### src/rtl/bsu_pkg.sv
// Shared types, constants and the UTF-8 encoder for the BOM sniffing transcoder.
package bsu_pkg;

   typedef enum logic [1:0] {
      MODE_UTF8 = 2'd0,
      MODE_LE   = 2'd1,
      MODE_BE   = 2'd2
   } mode_type;

   localparam logic [1:0] HDR_DONE = 2'd3;

   localparam logic [7:0] BOM_LE_0   = 8'hFF;
   localparam logic [7:0] BOM_LE_1   = 8'hFE;
   localparam logic [7:0] BOM_BE_0   = 8'hFE;
   localparam logic [7:0] BOM_BE_1   = 8'hFF;
   localparam logic [7:0] BOM_UTF8_0 = 8'hEF;
   localparam logic [7:0] BOM_UTF8_1 = 8'hBB;
   localparam logic [7:0] BOM_UTF8_2 = 8'hBF;

   localparam logic [20:0] SUPP_BASE = 21'h10000;

   typedef struct packed {
      logic [3:0][7:0] bytes;
      logic [1:0]      last_idx;
   } utf8_type;

   typedef struct packed {
      logic [3:0][7:0] bytes;
      logic [1:0]      last_idx;
      logic [1:0]      encoding;
   } group_type;

   function automatic utf8_type utf8_encode(input logic [20:0] cp);
      utf8_type r;
      r = '0;
      if (cp < 21'h80) begin
         r.bytes[0] = cp[7:0];
         r.last_idx = 2'd0;
      end else if (cp < 21'h800) begin
         r.bytes[0] = {3'b110, cp[10:6]};
         r.bytes[1] = {2'b10, cp[5:0]};
         r.last_idx = 2'd1;
      end else if (cp < 21'h10000) begin
         r.bytes[0] = {4'b1110, cp[15:12]};
         r.bytes[1] = {2'b10, cp[11:6]};
         r.bytes[2] = {2'b10, cp[5:0]};
         r.last_idx = 2'd2;
      end else begin
         r.bytes[0] = {5'b11110, cp[20:18]};
         r.bytes[1] = {2'b10, cp[17:12]};
         r.bytes[2] = {2'b10, cp[11:6]};
         r.bytes[3] = {2'b10, cp[5:0]};
         r.last_idx = 2'd3;
      end
      return r;
   endfunction

endpackage

### src/rtl/bsu_front.sv
// Front end: accepts bytes, sniffs the mark, pairs units and builds output byte groups.
module bsu_front (
   input  logic               clock,
   input  logic               reset,
   input  logic               req_valid,
   output logic               req_ready,
   input  logic [7:0]         req_in_byte,
   input  logic               req_end_of_input,
   input  logic               csr_write_enable,
   input  logic               csr_write_data,
   input  logic               queue_full,
   output logic               push_valid,
   output bsu_pkg::group_type push_data
);
   import bsu_pkg::*;

   logic            sniff_bom_ff;
   logic [1:0]      hdr_count_ff, hdr_count_in;
   logic [2:0][7:0] hdr_bytes_ff, hdr_bytes_in;
   mode_type        mode_ff, mode_in;
   logic [7:0]      half_byte_ff, half_byte_in;
   logic            half_valid_ff, half_valid_in;
   logic [10:0]     high_sur_ff, high_sur_in;
   logic            sur_pend_ff, sur_pend_in;

   logic            accept;
   logic            emit;
   group_type       grp;
   logic [15:0]     unit;
   logic [20:0]     cp;
   utf8_type        enc;

   assign req_ready = !queue_full;
   assign accept    = req_valid && req_ready;

   always_comb begin
      hdr_count_in  = hdr_count_ff;
      hdr_bytes_in  = hdr_bytes_ff;
      mode_in       = mode_ff;
      half_byte_in  = half_byte_ff;
      half_valid_in = half_valid_ff;
      high_sur_in   = high_sur_ff;
      sur_pend_in   = sur_pend_ff;
      emit          = 1'b0;
      grp           = '0;
      grp.encoding  = mode_ff;
      unit          = '0;
      cp            = '0;
      enc           = '0;
      if (req_end_of_input) begin
         if (hdr_count_ff != HDR_DONE) begin
            grp.bytes[0] = hdr_bytes_ff[0];
            grp.bytes[1] = hdr_bytes_ff[1];
            grp.bytes[2] = hdr_bytes_ff[2];
            grp.last_idx = hdr_count_ff - 2'd1;
            emit         = (hdr_count_ff != 2'd0);
         end else if (half_valid_ff || sur_pend_ff) begin
            emit = 1'b1;
         end
         hdr_count_in  = '0;
         hdr_bytes_in  = '0;
         mode_in       = MODE_UTF8;
         half_byte_in  = '0;
         half_valid_in = 1'b0;
         high_sur_in   = '0;
         sur_pend_in   = 1'b0;
      end else if (hdr_count_ff != HDR_DONE) begin
         if (hdr_count_ff == 2'd0 && !sniff_bom_ff) begin
            hdr_count_in = HDR_DONE;
            mode_in      = MODE_UTF8;
            grp.bytes[0] = req_in_byte;
            grp.encoding = MODE_UTF8;
            emit         = 1'b1;
         end else begin
            case (hdr_count_ff)
               2'd0: begin
                  hdr_bytes_in[0] = req_in_byte;
                  hdr_count_in    = 2'd1;
               end
               2'd1: begin
                  hdr_bytes_in[1] = req_in_byte;
                  hdr_count_in    = 2'd2;
                  if (hdr_bytes_ff[0] == BOM_LE_0 && req_in_byte == BOM_LE_1) begin
                     mode_in      = MODE_LE;
                     hdr_count_in = HDR_DONE;
                  end else if (hdr_bytes_ff[0] == BOM_BE_0 && req_in_byte == BOM_BE_1) begin
                     mode_in      = MODE_BE;
                     hdr_count_in = HDR_DONE;
                  end
               end
               default: begin
                  hdr_bytes_in[2] = req_in_byte;
                  hdr_count_in    = HDR_DONE;
                  mode_in         = MODE_UTF8;
                  grp.encoding    = MODE_UTF8;
                  grp.bytes[0]    = hdr_bytes_ff[0];
                  grp.bytes[1]    = hdr_bytes_ff[1];
                  grp.bytes[2]    = req_in_byte;
                  grp.last_idx    = 2'd2;
                  emit = !(hdr_bytes_ff[0] == BOM_UTF8_0 && hdr_bytes_ff[1] == BOM_UTF8_1
                           && req_in_byte == BOM_UTF8_2);
               end
            endcase
         end
      end else if (mode_ff == MODE_LE || mode_ff == MODE_BE) begin
         if (!half_valid_ff) begin
            half_byte_in  = req_in_byte;
            half_valid_in = 1'b1;
         end else begin
            half_valid_in = 1'b0;
            half_byte_in  = '0;
            unit = (mode_ff == MODE_LE) ? {req_in_byte, half_byte_ff}
                                        : {half_byte_ff, req_in_byte};
            if (sur_pend_ff) begin
               sur_pend_in = 1'b0;
               high_sur_in = '0;
               emit        = 1'b1;
               if (unit[15:10] == 6'b110111 && !high_sur_ff[10]) begin
                  cp           = {1'b0, high_sur_ff[9:0], unit[9:0]} + SUPP_BASE;
                  enc          = utf8_encode(cp);
                  grp.bytes    = enc.bytes;
                  grp.last_idx = enc.last_idx;
               end
            end else if (unit[15:11] == 5'b11011) begin
               high_sur_in = unit[10:0];
               sur_pend_in = 1'b1;
            end else begin
               cp           = {5'd0, unit};
               enc          = utf8_encode(cp);
               grp.bytes    = enc.bytes;
               grp.last_idx = enc.last_idx;
               emit         = 1'b1;
            end
         end
      end else begin
         grp.bytes[0] = req_in_byte;
         emit         = 1'b1;
      end
   end

   assign push_valid = accept && emit;
   assign push_data  = grp;

   always_ff @(posedge clock) begin
      if (reset) begin
         sniff_bom_ff  <= 1'b1;
         hdr_count_ff  <= '0;
         hdr_bytes_ff  <= '0;
         mode_ff       <= MODE_UTF8;
         half_byte_ff  <= '0;
         half_valid_ff <= 1'b0;
         high_sur_ff   <= '0;
         sur_pend_ff   <= 1'b0;
      end else begin
         if (csr_write_enable) begin
            sniff_bom_ff <= csr_write_data;
         end
         if (accept) begin
            hdr_count_ff  <= hdr_count_in;
            hdr_bytes_ff  <= hdr_bytes_in;
            mode_ff       <= mode_in;
            half_byte_ff  <= half_byte_in;
            half_valid_ff <= half_valid_in;
            high_sur_ff   <= high_sur_in;
            sur_pend_ff   <= sur_pend_in;
         end
      end
   end

endmodule

### src/rtl/bsu_queue.sv
// Two-entry queue of output byte groups between front and back.
module bsu_queue (
   input  logic               clock,
   input  logic               reset,
   input  logic               push_valid,
   input  bsu_pkg::group_type push_data,
   output logic               full,
   output logic               pop_valid,
   input  logic               pop,
   output bsu_pkg::group_type pop_data
);
   import bsu_pkg::*;

   group_type  entry_ff [2];
   logic       wr_ptr_ff;
   logic       rd_ptr_ff;
   logic [1:0] count_ff, count_in;

   assign full      = (count_ff == 2'd2);
   assign pop_valid = (count_ff != 2'd0);
   assign pop_data  = entry_ff[rd_ptr_ff];

   always_comb begin
      count_in = count_ff;
      if (push_valid && !(pop && pop_valid)) begin
         count_in = count_ff + 2'd1;
      end else if (!push_valid && pop && pop_valid) begin
         count_in = count_ff - 2'd1;
      end
   end

   always_ff @(posedge clock) begin
      if (push_valid) begin
         entry_ff[wr_ptr_ff] <= push_data;
      end
   end

   always_ff @(posedge clock) begin
      if (reset) begin
         wr_ptr_ff <= 1'b0;
         rd_ptr_ff <= 1'b0;
         count_ff  <= '0;
      end else begin
         count_ff <= count_in;
         if (push_valid) begin
            wr_ptr_ff <= !wr_ptr_ff;
         end
         if (pop && pop_valid) begin
            rd_ptr_ff <= !rd_ptr_ff;
         end
      end
   end

endmodule

### src/rtl/bsu_back.sv
// Back end: unloads byte groups and sends them out one item per cycle while rsp_ready is high.
module bsu_back (
   input  logic               clock,
   input  logic               reset,
   input  logic               pop_valid,
   input  bsu_pkg::group_type pop_data,
   output logic               pop,
   output logic               rsp_valid,
   input  logic               rsp_ready,
   output logic [7:0]         rsp_out_byte,
   output logic               rsp_last_of_run,
   output logic [1:0]         rsp_encoding
);
   import bsu_pkg::*;

   group_type  work_ff;
   logic       valid_ff;
   logic [1:0] idx_ff;
   logic       done;

   assign rsp_valid       = valid_ff;
   assign rsp_out_byte    = work_ff.bytes[idx_ff];
   assign rsp_last_of_run = (idx_ff == work_ff.last_idx);
   assign rsp_encoding    = work_ff.encoding;

   assign done = !valid_ff || (rsp_ready && rsp_last_of_run);
   assign pop  = done && pop_valid;

   always_ff @(posedge clock) begin
      if (pop) begin
         work_ff <= pop_data;
      end
   end

   always_ff @(posedge clock) begin
      if (reset) begin
         valid_ff <= 1'b0;
         idx_ff   <= '0;
      end else if (done) begin
         valid_ff <= pop_valid;
         idx_ff   <= '0;
      end else if (rsp_ready) begin
         idx_ff <= idx_ff + 2'd1;
      end
   end

`ifndef SYNTHESIS
   a_idx_bound: assert property (@(posedge clock) disable iff (reset)
      valid_ff |-> idx_ff <= work_ff.last_idx)
      else $error("byte index past end of group");

   a_run_holds: assert property (@(posedge clock) disable iff (reset)
      (rsp_valid && rsp_ready && !rsp_last_of_run) |=> rsp_valid)
      else $error("group ended before its last item");

   a_idx_step: assert property (@(posedge clock) disable iff (reset)
      (rsp_valid && rsp_ready && !rsp_last_of_run) |=> idx_ff == $past(idx_ff) + 2'd1)
      else $error("byte index did not advance");
`endif

endmodule

### src/rtl/bom_sniffing_utf16_to_utf8.sv
// Top level of the BOM sniffing UTF-16 to UTF-8 transcoder.
// Throughput: one input item per cycle while the queue is not full, one result item
// per cycle while rsp_ready is high; a code point goes out as up to four bytes.
// A two-group queue lets the front take items while the back is busy.
// Reset (synchronous): clears stream state and the queue; sniff_bom returns to 1.
module bom_sniffing_utf16_to_utf8 (
   input  logic       clock,
   input  logic       reset,
   input  logic       req_valid,
   output logic       req_ready,
   input  logic [7:0] req_in_byte,
   input  logic       req_end_of_input,
   output logic       rsp_valid,
   input  logic       rsp_ready,
   output logic [7:0] rsp_out_byte,
   output logic       rsp_last_of_run,
   output logic [1:0] rsp_encoding,
   input  logic       csr_write_enable,
   input  logic       csr_write_data
);
   import bsu_pkg::*;

   logic      push_valid;
   group_type push_data;
   logic      queue_full;
   logic      pop_valid;
   logic      pop;
   group_type pop_data;

   bsu_front u_front (
      .clock            (clock),
      .reset            (reset),
      .req_valid        (req_valid),
      .req_ready        (req_ready),
      .req_in_byte      (req_in_byte),
      .req_end_of_input (req_end_of_input),
      .csr_write_enable (csr_write_enable),
      .csr_write_data   (csr_write_data),
      .queue_full       (queue_full),
      .push_valid       (push_valid),
      .push_data        (push_data)
   );

   bsu_queue u_queue (
      .clock      (clock),
      .reset      (reset),
      .push_valid (push_valid),
      .push_data  (push_data),
      .full       (queue_full),
      .pop_valid  (pop_valid),
      .pop        (pop),
      .pop_data   (pop_data)
   );

   bsu_back u_back (
      .clock           (clock),
      .reset           (reset),
      .pop_valid       (pop_valid),
      .pop_data        (pop_data),
      .pop             (pop),
      .rsp_valid       (rsp_valid),
      .rsp_ready       (rsp_ready),
      .rsp_out_byte    (rsp_out_byte),
      .rsp_last_of_run (rsp_last_of_run),
      .rsp_encoding    (rsp_encoding)
   );

endmodule

### config.mk
export PLATFORM = sky130hd
export DESIGN_NAME = bom_sniffing_utf16_to_utf8
export DESIGN_NICKNAME = d
export VERILOG_FILES = /design/src/rtl/bsu_pkg.sv /design/src/rtl/bsu_front.sv /design/src/rtl/bsu_queue.sv /design/src/rtl/bsu_back.sv /design/src/rtl/bom_sniffing_utf16_to_utf8.sv
export SDC_FILE = /design/constraint.sdc
export NUM_CORES = 1
export LEC_CHECK = 0
export ABC_AREA = 0
export CORE_ASPECT_RATIO = 0.6
export CORE_MARGIN = 4
export CORE_UTILIZATION = 25
export CTS_CLUSTER_DIAMETER = 200
export DETAILED_ROUTE_END_ITERATION = 16
export DONT_BUFFER_PORTS = 1
export PLACE_DENSITY_LB_ADDON = 0.1
export SLEW_MARGIN = 20
export SYNTH_ARGS = -nofsm -noshare
export SYNTH_HDL_FRONTEND = slang
export SYNTH_SLANG_ARGS = --single-unit
### constraint.sdc
create_clock -name clock -period 4 [get_ports clock]
set_input_delay 0.4 -clock clock [delete_from_list [all_inputs] [get_ports clock]]
set_output_delay 0.4 -clock clock [all_outputs]
set_load 0.02 [all_outputs]
Word-level counts from Yosys, hierarchy flattened. Memories as Yosys holds them, arrays and structs flattened. A register that Yosys moved wholly into a read port is not among the register bits. Cells that the tools add are included.

Reduce and logical (&&, ||, !) cells: 46. Add/sub/neg operators: 5. Multiplexer cells: 100. Magnitude comparators: 6. Equal/unequal tests: 20.

Operators with widths (number): $mux 26 (19); $mux 24 (6); $mux 34 (4); $mux 8 (14); $mux 11 (6); $mux 16 (4); $eq 8x8->1 const B (7); $mux 18 (2); $mux 2 (16); $mux 28 (1); $mux 1 (23); $add 20x17->21 const B (1); $lt 21x12->1 const B (1); $lt 21x17->1 const B (1); $lt 21x8->1 const B (1); $mux 10 (2); $reduce_and 4->1 (5); $bmux 8 s2 (1); $lt 16x12->1 const B (1); $lt 16x8->1 const B (1); $reduce_bool 2->1 (8); $logic_and 1x1->1 (14); $logic_not 1->1 (9); $pmux 2 s2 (2); other kinds (19) (28).

Memories: 1. Bits in writable memories: 72. Logic and storage cells: 193. Register bits after elaboration: 57. Bits of input ports: 15. Output and inout bits: 13.

Memory list: u_queue.entry_ff (depth 2, width 36, read ports 1, clocked after Yosys merged registers in 1, write ports 1, RTL line bsu_queue.sv:14) `group_type entry_ff [2];`.

Depth between registers and ports, before layout. Gate-level depths: netlist of run 1.

Depth in word-level cells: 21. Gate-level depth with buffers: 10. Depth with buffers taken out: 8.

By module. Synthesis of run 1 repeated with hierarchy kept, for this count alone.

Cell total of the unflattened synthesis: 730. Area total of the unflattened synthesis: 8236.6 sq um.

By module, submodules not included: bsu_front (area each 3921.3 sq um, times used 1, cells each 526, seq. area each 1001.0 sq um); bsu_queue (area each 2840.2 sq um, times used 1, cells each 137, seq. area each 2262.2 sq um); bsu_back (area each 1475.2 sq um, times used 1, cells each 67, seq. area each 1141.1 sq um).

Least setup slack after synthesis of run 1. No wires, ideal clock.

Path type: register to register. Start: register u_front.mode_ff[1]. End: memory u_queue.entry_ff[0][0] in the netlist's numbering, enable pin. Data required time: 3.569 ns. Cell stages (with the launch flop): 9. Setup slack: 0.309 ns. Arrival: 3.260 ns. Library setup time: 0.431 ns. Buffers on the path: 2. Period minus slack after synthesis: 3.691 ns. Cells stage by stage: dfxtp_1 > inv_1 > ha_1 > buf_4 > mux2i_1 > buf_2 > nor4_2 > a211oi_2 > nor2b_1.

Longest elaborated chain between the ends: 12. Elaborated cells between the ends (all ways): 14. Classes of those cells: eq/ne: 3; mux: 9; reduce/logical: 2.

RTL lines: from (decl) (RTL line bsu_front.sv:20) `mode_type mode_ff, mode_in;`; from (signal assigned) (RTL line bsu_front.sv:161) `mode_ff <= mode_in;`; $eq 2x1->1 (RTL line bsu_front.sv:105, bsu_front.sv:112); $mux 16 (RTL line bsu_front.sv:112) `unit = (mode_ff == MODE_LE) ? {req_in_byte, half_byte_ff}`; $eq 5x5->1 (RTL line bsu_front.sv:124) `end else if (unit[15:11] == 5'b11011) begin`; $mux 1 (RTL line bsu_front.sv:124); $mux 1 (RTL line bsu_front.sv:114) `if (sur_pend_ff) begin`; $mux 1 (RTL line bsu_front.sv:106) `if (!half_valid_ff) begin`; $mux 1 (*) (RTL line bsu_front.sv:105) `end else if (mode_ff == MODE_LE || mode_ff == MODE_BE) begin`; $mux 1 (*) (RTL line bsu_front.sv:67) `end else if (hdr_count_ff != HDR_DONE) begin`; $mux 1 (*) (RTL line bsu_front.sv:50) `if (req_end_of_input) begin`; $logic_and 1x1->1 (*) (RTL line bsu_front.sv:141) `assign push_valid = accept && emit;`; $mux 1 (*) (RTL line bsu_queue.sv:33) `if (push_valid) begin`; $mux 1 (not written as such) (*) (RTL line bsu_queue.sv:34) `entry_ff[wr_ptr_ff] <= push_data;`; to (decl) (RTL line bsu_queue.sv:14).

Mark *: on every way between the ends. The rest lies on a longest branch, timed or not.

Worst setup path in the final report of run 1.
Start: register u_front.mode_ff[1]. End: memory u_queue.entry_ff[0][7] in the netlist's numbering, enable pin.

Same word-level chain as after synthesis.

==> report_table.html, run 1 <==
<table>
<tr><th>Metric</th><th>Value</th></tr>
<tr><th colspan="2">Clock network</th></tr>
<tr><td>Worst-case clock buffer depth</td><td>2</td></tr>
<tr><td>Clock sink count</td><td>162</td></tr>
<tr><td>Clock latency at the later pin of the worst-skew pair</td><td>0.44 ns</td></tr>
<tr><td>Number of buffers created by CTS</td><td>17</td></tr>
<tr><td>CTS tree</td><td>built</td></tr>
<tr><td>Total of hold buffers inserted after clock tree synthesis</td><td>0</td></tr>
<tr><td>Clock slew at reported path FFs</td><td>0.07 ns</td></tr>
<tr><td>Post_cts resized</td><td>0</td></tr>
<tr><td>Post-CTS Repair Setup Buffers</td><td>0</td></tr>
<tr><td>Depth of the CTS H-tree</td><td>4</td></tr>
<tr><td>Root buffer cell</td><td>sky130_fd_sc_hd__clkbuf_16</td></tr>
<tr><th colspan="2">Timing</th></tr>
<tr><td>Highest attainable clock frequency</td><td>286.9 MHz</td></tr>
<tr><td>Max-slew violation total from the final report</td><td>0</td></tr>
<tr><td>Final critical delay including setup and external delays</td><td>3.485 ns</td></tr>
<tr><td>Final sum of negative setup slack</td><td>0 ns</td></tr>
<tr><td>Unrepaired setup endpoints after global routing</td><td>false</td></tr>
<tr><td>Final period util</td><td>87.13%</td></tr>
<tr><td>Final Setup Violations</td><td>0</td></tr>
<tr><td>Worst relative slew slack</td><td>30.99%</td></tr>
<tr><td>Tightest Pin Transition</td><td>1.028 ns</td></tr>
<tr><td>Smallest setup slack after layout</td><td>0.5149 ns</td></tr>
<tr><td>Layout Skew</td><td>0.01135 ns</td></tr>
<tr><td>Number of endpoints with negative hold slack in the final report</td><td>0</td></tr>
<tr><th colspan="2">Synth</th></tr>
<tr><td>Gate count after technology mapping</td><td>705</td></tr>
<tr><td>Ys async rst share</td><td>0%</td></tr>
<tr><td>Main flop type after synthesis</td><td>sky130_fd_sc_hd__edfxtp_1</td></tr>
<tr><td>Flop and latch count out of synthesis</td><td>162</td></tr>
<tr><td>Post-synth net total</td><td>722</td></tr>
<tr><td>Main area contributors after synthesis</td><td>sky130_fd_sc_hd__edfxtp_1 (39%), sky130_fd_sc_hd__dfxtp_1 (14%), sky130_fd_sc_hd__mux2_2 (5.9%), sky130_fd_sc_hd__mux2i_1 (5.6%), sky130_fd_sc_hd__nor2_1 (3.1%)</td></tr>
<tr><td>Combined area of all synthesized cells</td><td>8020 um^2</td></tr>
<tr><td>Count of unique library cells instantiated by Yosys</td><td>75</td></tr>
<tr><td>Yosys warnings</td><td>0</td></tr>
<tr><td>Most common cell in the synthesized netlist</td><td>sky130_fd_sc_hd__edfxtp_1</td></tr>
<tr><td>Leading cell types by count after synthesis</td><td>sky130_fd_sc_hd__edfxtp_1 (105), sky130_fd_sc_hd__nor2_1 (67), sky130_fd_sc_hd__dfxtp_1 (57), sky130_fd_sc_hd__mux2i_1 (45), sky130_fd_sc_hd__mux2_2 (42)</td></tr>
<tr><td>Area share of the leading cell type in the synthesized netlist</td><td>39.31%</td></tr>
<tr><td>Avg Cell Area, Syn</td><td>11.38 um^2</td></tr>
<tr><td>Share of synthesized area occupied by flip-flops and latches</td><td>53.54%</td></tr>
<tr><td>Count of flip-flops with a built-in enable after synthesis</td><td>105</td></tr>
<tr><td>Largest area contributor in the netlist</td><td>sky130_fd_sc_hd__edfxtp_1</td></tr>
<tr><th colspan="2">Worst setup path</th></tr>
<tr><td>Cell with the largest stage delay on the worst path</td><td>sky130_fd_sc_hd__ha_1</td></tr>
<tr><td>Element type at the critical path end</td><td>register</td></tr>
<tr><td>CP Data Arrival Time</td><td>3.56 ns</td></tr>
<tr><td>Source of the worst register-to-register timing path</td><td>u_front.mode_ff[1]$_SDFFE_PP0P_</td></tr>
<tr><td>Most prevalent standard cell on the critical path</td><td>sky130_fd_sc_hd__buf_4</td></tr>
<tr><td>Kind of start point of the critical path</td><td>register</td></tr>
<tr><td>Number of buffer and inverter instances along the worst setup path</td><td>5</td></tr>
<tr><td>WP data required</td><td>4.07 ns</td></tr>
<tr><td>Critical Path Source</td><td>u_front.mode_ff[1]$_SDFFE_PP0P_</td></tr>
<tr><td>Highest net fanout along the worst path</td><td>35</td></tr>
<tr><td>Largest stage delay, worst path</td><td>0.54 ns</td></tr>
<tr><td>Gate family responsible for the most delay along the worst path</td><td>buffers and inverters</td></tr>
<tr><td>Cells along the critical path</td><td>inv_1 -&gt; ha_1 -&gt; buf_4 -&gt; mux2i_1 -&gt; buf_4 -&gt; nor4_2 -&gt; a211oi_2 -&gt; buf_4 -&gt; nor2b_4 -&gt; buf_4</td></tr>
<tr><td>Crit Path Category</td><td>register to register</td></tr>
<tr><th colspan="2">Route</th></tr>
<tr><td>Via count of the routed design</td><td>5904</td></tr>
<tr><td>Count of nets left with antenna violations after detail routing</td><td>0</td></tr>
<tr><td>Wire length per cell after detailed routing</td><td>23.47 um</td></tr>
<tr><td>Total iterations of the first detailed-routing run</td><td>5</td></tr>
<tr><td>Iteration-0 DRC Markers</td><td>626</td></tr>
<tr><td>Sum of routed wire length over all layers</td><td>26480 um</td></tr>
<tr><td>Average vias per placed instance</td><td>5.234</td></tr>
<tr><td># DRC</td><td>0</td></tr>
<tr><th colspan="2">GRT</th></tr>
<tr><td>Via count of the first global-routing pass</td><td>5788</td></tr>
<tr><td>Total Routing Usage GR</td><td>15.40%</td></tr>
<tr><td>Pin count of the biggest net entering global routing</td><td>60</td></tr>
<tr><td>Remaining Overflow, GRT</td><td>0</td></tr>
<tr><td>Global-route wire length before repair</td><td>39880 um</td></tr>
<tr><td>Initial antenna violation count</td><td>2</td></tr>
<tr><th colspan="2">Hold path</th></tr>
<tr><td>Hold path startpoint</td><td>reset</td></tr>
<tr><td>Hold Path Class</td><td>primary input to register</td></tr>
<tr><th colspan="2">Floorplan</th></tr>
<tr><td>Effective utilization at floorplan</td><td>25.54%</td></tr>
<tr><td>Std cell rows</td><td>50</td></tr>
<tr><td>Placeable Area</td><td>31410 um^2</td></tr>
<tr><td>Chip Height</td><td>146.7 um</td></tr>
<tr><td>Total die area</td><td>35100 um^2</td></tr>
<tr><td>Num ports</td><td>28</td></tr>
<tr><td>Overall die width</td><td>239.2 um</td></tr>
<tr><th colspan="2">Layout</th></tr>
<tr><td>Final Core Density</td><td>29.10%</td></tr>
<tr><td>Antenna Cells</td><td>0</td></tr>
<tr><td>Non-filler instance count after layout</td><td>1128</td></tr>
<tr><td>Final layout net count</td><td>716</td></tr>
<tr><td>Share of cells above drive strength 1</td><td>17.42%</td></tr>
<tr><td>Final Instance Area</td><td>9138 um^2</td></tr>
<tr><td>Layout overhead on the synthesized area</td><td>13.93%</td></tr>
<tr><th colspan="2">Run status</th></tr>
<tr><td>Outcome</td><td>finished clean</td></tr>
<tr><th colspan="2">Placement</th></tr>
<tr><td>RePlAce Congestion</td><td>0.9082</td></tr>
<tr><td>Placement-stage cell area</td><td>8513 um^2</td></tr>
<tr><td>Buffers on Ports</td><td>0</td></tr>
<tr><td>DP Wirelength</td><td>19100 um</td></tr>
<tr><td>Post-Place Worst Slack</td><td>0.5818 ns</td></tr>
<tr><td>Placed insts</td><td>1096</td></tr>
<tr><th colspan="2">Power and ir drop</th></tr>
<tr><td>Peak supply drop</td><td>0.0002956 V</td></tr>
<tr><td>Static leakage</td><td>2.998 nW</td></tr>
<tr><td>Power density cells</td><td>499.4 nW/um^2</td></tr>
<tr><th colspan="2">Job</th></tr>
<tr><td>Max-cap viol count</td><td>0</td></tr>
</table>
==> layout by cell type (no fill, tap or decap), types with 5 or more instances in the layout <==
cell type                   count
sky130_fd_sc_hd__edfxtp_1     105
sky130_fd_sc_hd__nor2_1        66
sky130_fd_sc_hd__dfxtp_1       57
sky130_fd_sc_hd__mux2i_1       45
sky130_fd_sc_hd__mux2_2        42
sky130_fd_sc_hd__nand2_1       41
sky130_fd_sc_hd__a21oi_1       33
sky130_fd_sc_hd__buf_4         20
sky130_fd_sc_hd__nand3_1       18
sky130_fd_sc_hd__o21ai_0       17
sky130_fd_sc_hd__clkbuf_16     17
sky130_fd_sc_hd__nand2b_1      15
sky130_fd_sc_hd__inv_1         12
sky130_fd_sc_hd__nor2b_1       11
sky130_fd_sc_hd__o21ai_1       10
sky130_fd_sc_hd__a22oi_1       10
sky130_fd_sc_hd__a31oi_1        9
sky130_fd_sc_hd__nor3_1         9
sky130_fd_sc_hd__xnor2_1        8
sky130_fd_sc_hd__o221ai_1       8
sky130_fd_sc_hd__a211oi_1       8
sky130_fd_sc_hd__mux4_2         7
sky130_fd_sc_hd__and2_1         7
sky130_fd_sc_hd__o22ai_1        7
sky130_fd_sc_hd__or3_1          6
sky130_fd_sc_hd__a22o_1         6
sky130_fd_sc_hd__o211ai_1       6
sky130_fd_sc_hd__o31ai_1        6
sky130_fd_sc_hd__nor4_1         5
sky130_fd_sc_hd__a21o_1         5
sky130_fd_sc_hd__nand4_1        5
==> power breakdown <==
part	internal, W	switching, W	leakage, nW
logic	0.000286	0.000442	1.22
clock network	0.00101	0.000755	0.307
registers	0.00199	0.0000816	1.47
total	0.00328	0.00128	3.00
==> logic make-up (layout without fill, tap and decap cells) <==
kind of cell / Yosys count / in the layout / synth area share, %
AND/OR/NAND/NOR: 215 / 215 / 14.13
AO/OA/AOI/OAI: 162 / 162 / 14.09
flip-flops: 162 / 162 / 53.54
multiplexers: 95 / 95 / 13.65
buffers and inverters: 58 / 65 / 3.073
XOR/XNOR: 11 / 11 / 1.201
adder cells (fa/ha/maj): 2 / 2 / 0.3120
==> path summary, 6_finish.rpt <==
check / end / slack [ns] / depth (start not counted)
setup reg to reg: u_queue.entry_ff[0][7]$_DFFE_PP_ / 0.51 / 10
hold reg to reg: u_front.hdr_bytes_ff[23]$_SDFFE_PP0P_ / 0.49 / 2
hold / removal: u_front.hdr_bytes_ff[16]$_SDFFE_PP0P_ / 0.04 / 1
setup / recovery: u_queue.entry_ff[0][7]$_DFFE_PP_ / 0.51 / 10
==> flip-flops by register name, summed over array words and instances (netlist names), 2 cells and up <==
name / flops
u_back.idx_ff: 2
u_back.rsp_encoding: 2
u_back.work_ff: 33
u_front.half_byte_ff: 8
u_front.hdr_bytes_ff: 24
u_front.hdr_count_ff: 2
u_front.high_sur_ff: 11
u_front.mode_ff: 2
u_queue.count_ff: 2
u_queue.entry_ff: 70
==> per-stage QoR <==
step / power, W / hold slack [ns]
3_5_place_dp: 0.002847 / 0.4760
3_3_place_gp: 0.002852 / 0.4694
5_1_grt: 0.004768 / 0.003497
4_1_cts: 0.004629 / 0.0002134
6_report: 0.004563 / 0.03602
2_1_floorplan: 0.002640 / 0.4439
==> metal layers <==
layer  wire length [um]  track usage (%)  up-vias
met4                244            3.305        0
met1              13410            23.34     3011
met2              10780            20.84      186
li1                   -                -     2688
met5                  0                0        -
met3               2048            5.478       19
==> final cells by class <==
type                    count  area, um^2
fillers                  3260       22270
flip-flops and latches    162        4294
multi-input cells         485        3500
well taps                 416       520.5
clock buffers              17       425.4
clock inverters            15       198.9
repair buffers             20       150.1
inverters                  13       48.80
(Power assumes the default switching activity.)
==> inputs of run 2 (changes only) <==
CORE_UTILIZATION = 50   (was 25)
SLEW_MARGIN = 10   (was 20)
==> report_table.html, run 2 (synthesis results as in run 1) <==
<table>
<tr><th>Metric</th><th>Value</th></tr>
<tr><th colspan="2">Run status</th></tr>
<tr><td>Outcome</td><td>finished clean</td></tr>
<tr><th colspan="2">Power and ir drop</th></tr>
<tr><td>Internal Power</td><td>0.003141 W (-4.4%)</td></tr>
<tr><td>Power density cells</td><td>503.9 nW/um^2 (+0.92%)</td></tr>
<tr><td>Sw Ratio</td><td>29.61% (+1.6 points)</td></tr>
<tr><td>Peak supply drop</td><td>0.0002449 V (-17%)</td></tr>
<tr><td>Net switching component of the power</td><td>0.001321 W (+3.3%)</td></tr>
<tr><td>Static leakage</td><td>2.985 nW (-0.43%)</td></tr>
<tr><td>Clock network fraction of design power</td><td>37.6% (-1.0 points)</td></tr>
<tr><td>Portion of total power attributed to combinational logic</td><td>15.8% (about the same)</td></tr>
<tr><td>Sequential group share of total power</td><td>46.6% (+1.1 points)</td></tr>
<tr><th colspan="2">Floorplan</th></tr>
<tr><td>Chip Height</td><td>106.1 um (-28%)</td></tr>
<tr><td>Overall die width</td><td>171.5 um (-28%)</td></tr>
<tr><td>Std cell rows</td><td>35 (-30%)</td></tr>
<tr><td>Placeable Area</td><td>15550 um^2 (-50%)</td></tr>
<tr><td>Total die area</td><td>18200 um^2 (-48%)</td></tr>
<tr><td>Num ports</td><td>28 (unchanged)</td></tr>
<tr><td>Effective utilization at floorplan</td><td>51.59% (+26 points)</td></tr>
<tr><th colspan="2">Layout</th></tr>
<tr><td>Register containing the most flip-flops in the final layout</td><td>u_queue.entry_ff</td></tr>
<tr><td>Share of cells above drive strength 1</td><td>17.16% (-0.26 points)</td></tr>
<tr><td>Number of fill cells</td><td>1275 (-61%)</td></tr>
<tr><td>Most common cell after layout, fill and taps aside</td><td>sky130_fd_sc_hd__edfxtp_1</td></tr>
<tr><td>Registers with the highest flip-flop counts</td><td>u_queue.entry_ff x70, u_back.work_ff x33, u_front.hdr_bytes_ff x24</td></tr>
<tr><td>Final Core Density</td><td>56.95% (+28 points)</td></tr>
<tr><td>Layout overhead on the synthesized area</td><td>10.39%</td></tr>
<tr><td>Commonest cells after routing, fill and taps aside</td><td>sky130_fd_sc_hd__edfxtp_1 (105), sky130_fd_sc_hd__nor2_1 (66), sky130_fd_sc_hd__dfxtp_1 (57), sky130_fd_sc_hd__mux2i_1 (45), sky130_fd_sc_hd__mux2_2 (42)</td></tr>
<tr><td>Flip-flop count of the largest register after layout</td><td>70 (unchanged)</td></tr>
<tr><td>Final layout net count</td><td>715 (-0.14%)</td></tr>
<tr><td>Antenna Cells</td><td>0 (unchanged)</td></tr>
<tr><th colspan="2">Placement</th></tr>
<tr><td>DP Wirelength</td><td>16450 um (-14%)</td></tr>
<tr><td>Buffers on Ports</td><td>0 (unchanged)</td></tr>
<tr><td>Post-Place Worst Slack</td><td>0.6901 ns (+0.1083 ns)</td></tr>
<tr><td>RePlAce Congestion</td><td>1.048 (+15%)</td></tr>
<tr><th colspan="2">Timing</th></tr>
<tr><td>Max-slew violation total from the final report</td><td>0 (unchanged)</td></tr>
<tr><td>Final critical delay including setup and external delays</td><td>3.383 ns (-0.1020 ns)</td></tr>
<tr><td>Number of endpoints with negative hold slack in the final report</td><td>0 (unchanged)</td></tr>
<tr><td>Final Setup Violations</td><td>0 (unchanged)</td></tr>
<tr><td>Final sum of negative setup slack</td><td>0 ns (unchanged)</td></tr>
<tr><td>Highest attainable clock frequency</td><td>295.6 MHz (+3.0%)</td></tr>
<tr><td>Smallest setup slack after layout</td><td>0.6169 ns (+0.1020 ns)</td></tr>
<tr><td>Worst Hold Margin</td><td>0.04093 ns (+0.004906 ns)</td></tr>
<tr><td>Worst relative slew slack</td><td>26.85% (-4.1 points)</td></tr>
<tr><td>Tightest Pin Transition</td><td>1.090 ns (+0.06163 ns)</td></tr>
<tr><td>Final period util</td><td>84.58% (-2.5 points)</td></tr>
<tr><td>Unrepaired setup endpoints after global routing</td><td>false</td></tr>
<tr><td>Layout Skew</td><td>0.01764 ns (+0.006286 ns)</td></tr>
<tr><th colspan="2">Worst setup path</th></tr>
<tr><td>Cell with the largest stage delay on the worst path</td><td>sky130_fd_sc_hd__ha_1</td></tr>
<tr><td>WP data required</td><td>4.21 ns (+0.14 ns)</td></tr>
<tr><td>Highest net fanout along the worst path</td><td>19 (-46%)</td></tr>
<tr><td>Kind of start point of the critical path</td><td>register</td></tr>
<tr><td>Largest stage delay, worst path</td><td>0.70 ns (+0.16 ns)</td></tr>
<tr><td>Element type at the critical path end</td><td>register</td></tr>
<tr><td>CP Data Arrival Time</td><td>3.59 ns (+0.03 ns)</td></tr>
<tr><td>Cells along the critical path</td><td>inv_1 -&gt; ha_1 -&gt; and4b_1 -&gt; a22oi_2 -&gt; or2_1 -&gt; nor4_4 -&gt; nand3_2 -&gt; o221ai_1</td></tr>
<tr><td>Crit Path Category</td><td>register to register</td></tr>
<tr><th colspan="2">Route</th></tr>
<tr><td>Via count of the routed design</td><td>5944 (+0.68%)</td></tr>
<tr><td>Total iterations of the first detailed-routing run</td><td>5 (unchanged)</td></tr>
<tr><td>Wire length per cell after detailed routing</td><td>25.14 um (+7.1%)</td></tr>
<tr><td>Iteration-0 DRC Markers</td><td>728 (+16%)</td></tr>
<tr><td># DRC</td><td>0 (unchanged)</td></tr>
<tr><td>Sum of routed wire length over all layers</td><td>22980 um (-13%)</td></tr>
<tr><td>Count of nets left with antenna violations after detail routing</td><td>0 (unchanged)</td></tr>
<tr><td>Average vias per placed instance</td><td>6.503 (+24%)</td></tr>
<tr><th colspan="2">GRT</th></tr>
<tr><td>Initial antenna violation count</td><td>0 (-2)</td></tr>
<tr><td>Pin count of the biggest net entering global routing</td><td>60 (unchanged)</td></tr>
<tr><td>Total Routing Usage GR</td><td>26.03% (+11 points)</td></tr>
<tr><td>Via count of the first global-routing pass</td><td>5753 (-0.60%)</td></tr>
<tr><td>Global-route wire length before repair</td><td>35400 um (-11%)</td></tr>
<tr><td>Remaining Overflow, GRT</td><td>0 (unchanged)</td></tr>
<tr><th colspan="2">Clock network</th></tr>
<tr><td>Total of hold buffers inserted after clock tree synthesis</td><td>0 (unchanged)</td></tr>
<tr><td>Depth of the CTS H-tree</td><td>4 (unchanged)</td></tr>
<tr><td>Clock latency at the later pin of the worst-skew pair</td><td>0.43 ns (about the same)</td></tr>
<tr><td>Post_cts resized</td><td>0 (unchanged)</td></tr>
<tr><td>Post-CTS Repair Setup Buffers</td><td>0 (unchanged)</td></tr>
<tr><td>Worst-case clock buffer depth</td><td>2 (unchanged)</td></tr>
<tr><td>Clock sink count</td><td>162 (unchanged)</td></tr>
<tr><td>CTS tree</td><td>built</td></tr>
<tr><td>Number of buffers created by CTS</td><td>17 (unchanged)</td></tr>
<tr><td>Root buffer cell</td><td>sky130_fd_sc_hd__clkbuf_16</td></tr>
<tr><td>Clock slew at reported path FFs</td><td>0.08 ns (about the same)</td></tr>
<tr><th colspan="2">Job</th></tr>
<tr><td>Max-cap viol count</td><td>0 (unchanged)</td></tr>
<tr><th colspan="2">Hold path</th></tr>
<tr><td>Hold Path Class</td><td>primary input to register</td></tr>
</table>
## run 2: final timing paths
path,start,to,slack [ns],cells after the start
min reg2reg,u_front.hdr_bytes_ff[20]$_SDFFE_PP0P_,u_front.hdr_bytes_ff[20]$_SDFFE_PP0P_,0.50,2
max reg2reg,u_front.mode_ff[1]$_SDFFE_PP0P_,u_queue.entry_ff[0][25]$_DFFE_PP_,0.62,8
max,u_front.mode_ff[1]$_SDFFE_PP0P_,u_queue.entry_ff[0][25]$_DFFE_PP_,0.62,8
min,reset,u_front.hdr_bytes_ff[1]$_SDFFE_PP0P_,0.04,1
## run 2: power groups by stage
stage	Combinational (W)	Sequential (W)	Clock, W
floorplan	0.000566	0.00207	0
global placement	0.000690	0.00211	0
detailed placement	0.000696	0.00212	0
CTS	0.000701	0.00208	0.00171
global route	0.000756	0.00210	0.00179
finish	0.000703	0.00208	0.00168
## run 2: layer usage
layer  routed length, um  global-route usage, %
met5                   0                      0
met4                 517                  7.858
met3                2216                  6.949
met2                9362                  35.10
met1               10880                  40.41
## run 2: critical path: cells and delay by family (launching register included)
kind            cells  cell delay, ns
simple gates        4            1.48
fa+ha+maj           1            0.70
compound gates      2            0.58
flops               1            0.33
buf+inv             1            0.08
## run 2: area by class of cell
| class | instances | area [um^2] | share of cell area (%) |
|---|---|---|---|
| Inverter | 13 | 48.80 | 0.5512 |
| Clock inverter | 15 | 193.9 | 2.191 |
| Sequential cell | 162 | 4294 | 48.50 |
| Tap cell | 203 | 254.0 | 2.869 |
| Timing Repair Buffer | 19 | 142.6 | 1.611 |
| Multi-Input combinational cell | 485 | 3495 | 39.47 |
| Clock buffer | 17 | 425.4 | 4.805 |
## run 2: stage by stage
| step | area (um^2) | total power, W | instances |
|---|---|---|---|
| floorplan | 8020 | 0.002640 | 705 |
| global placement | 8234 | 0.002799 | 882 |
| detailed placement | 8234 | 0.002813 | 882 |
| CTS | 8853 | 0.004493 | 914 |
| global route | 8853 | 0.004643 | 914 |
| finish | 8853 | 0.004462 | 914 |
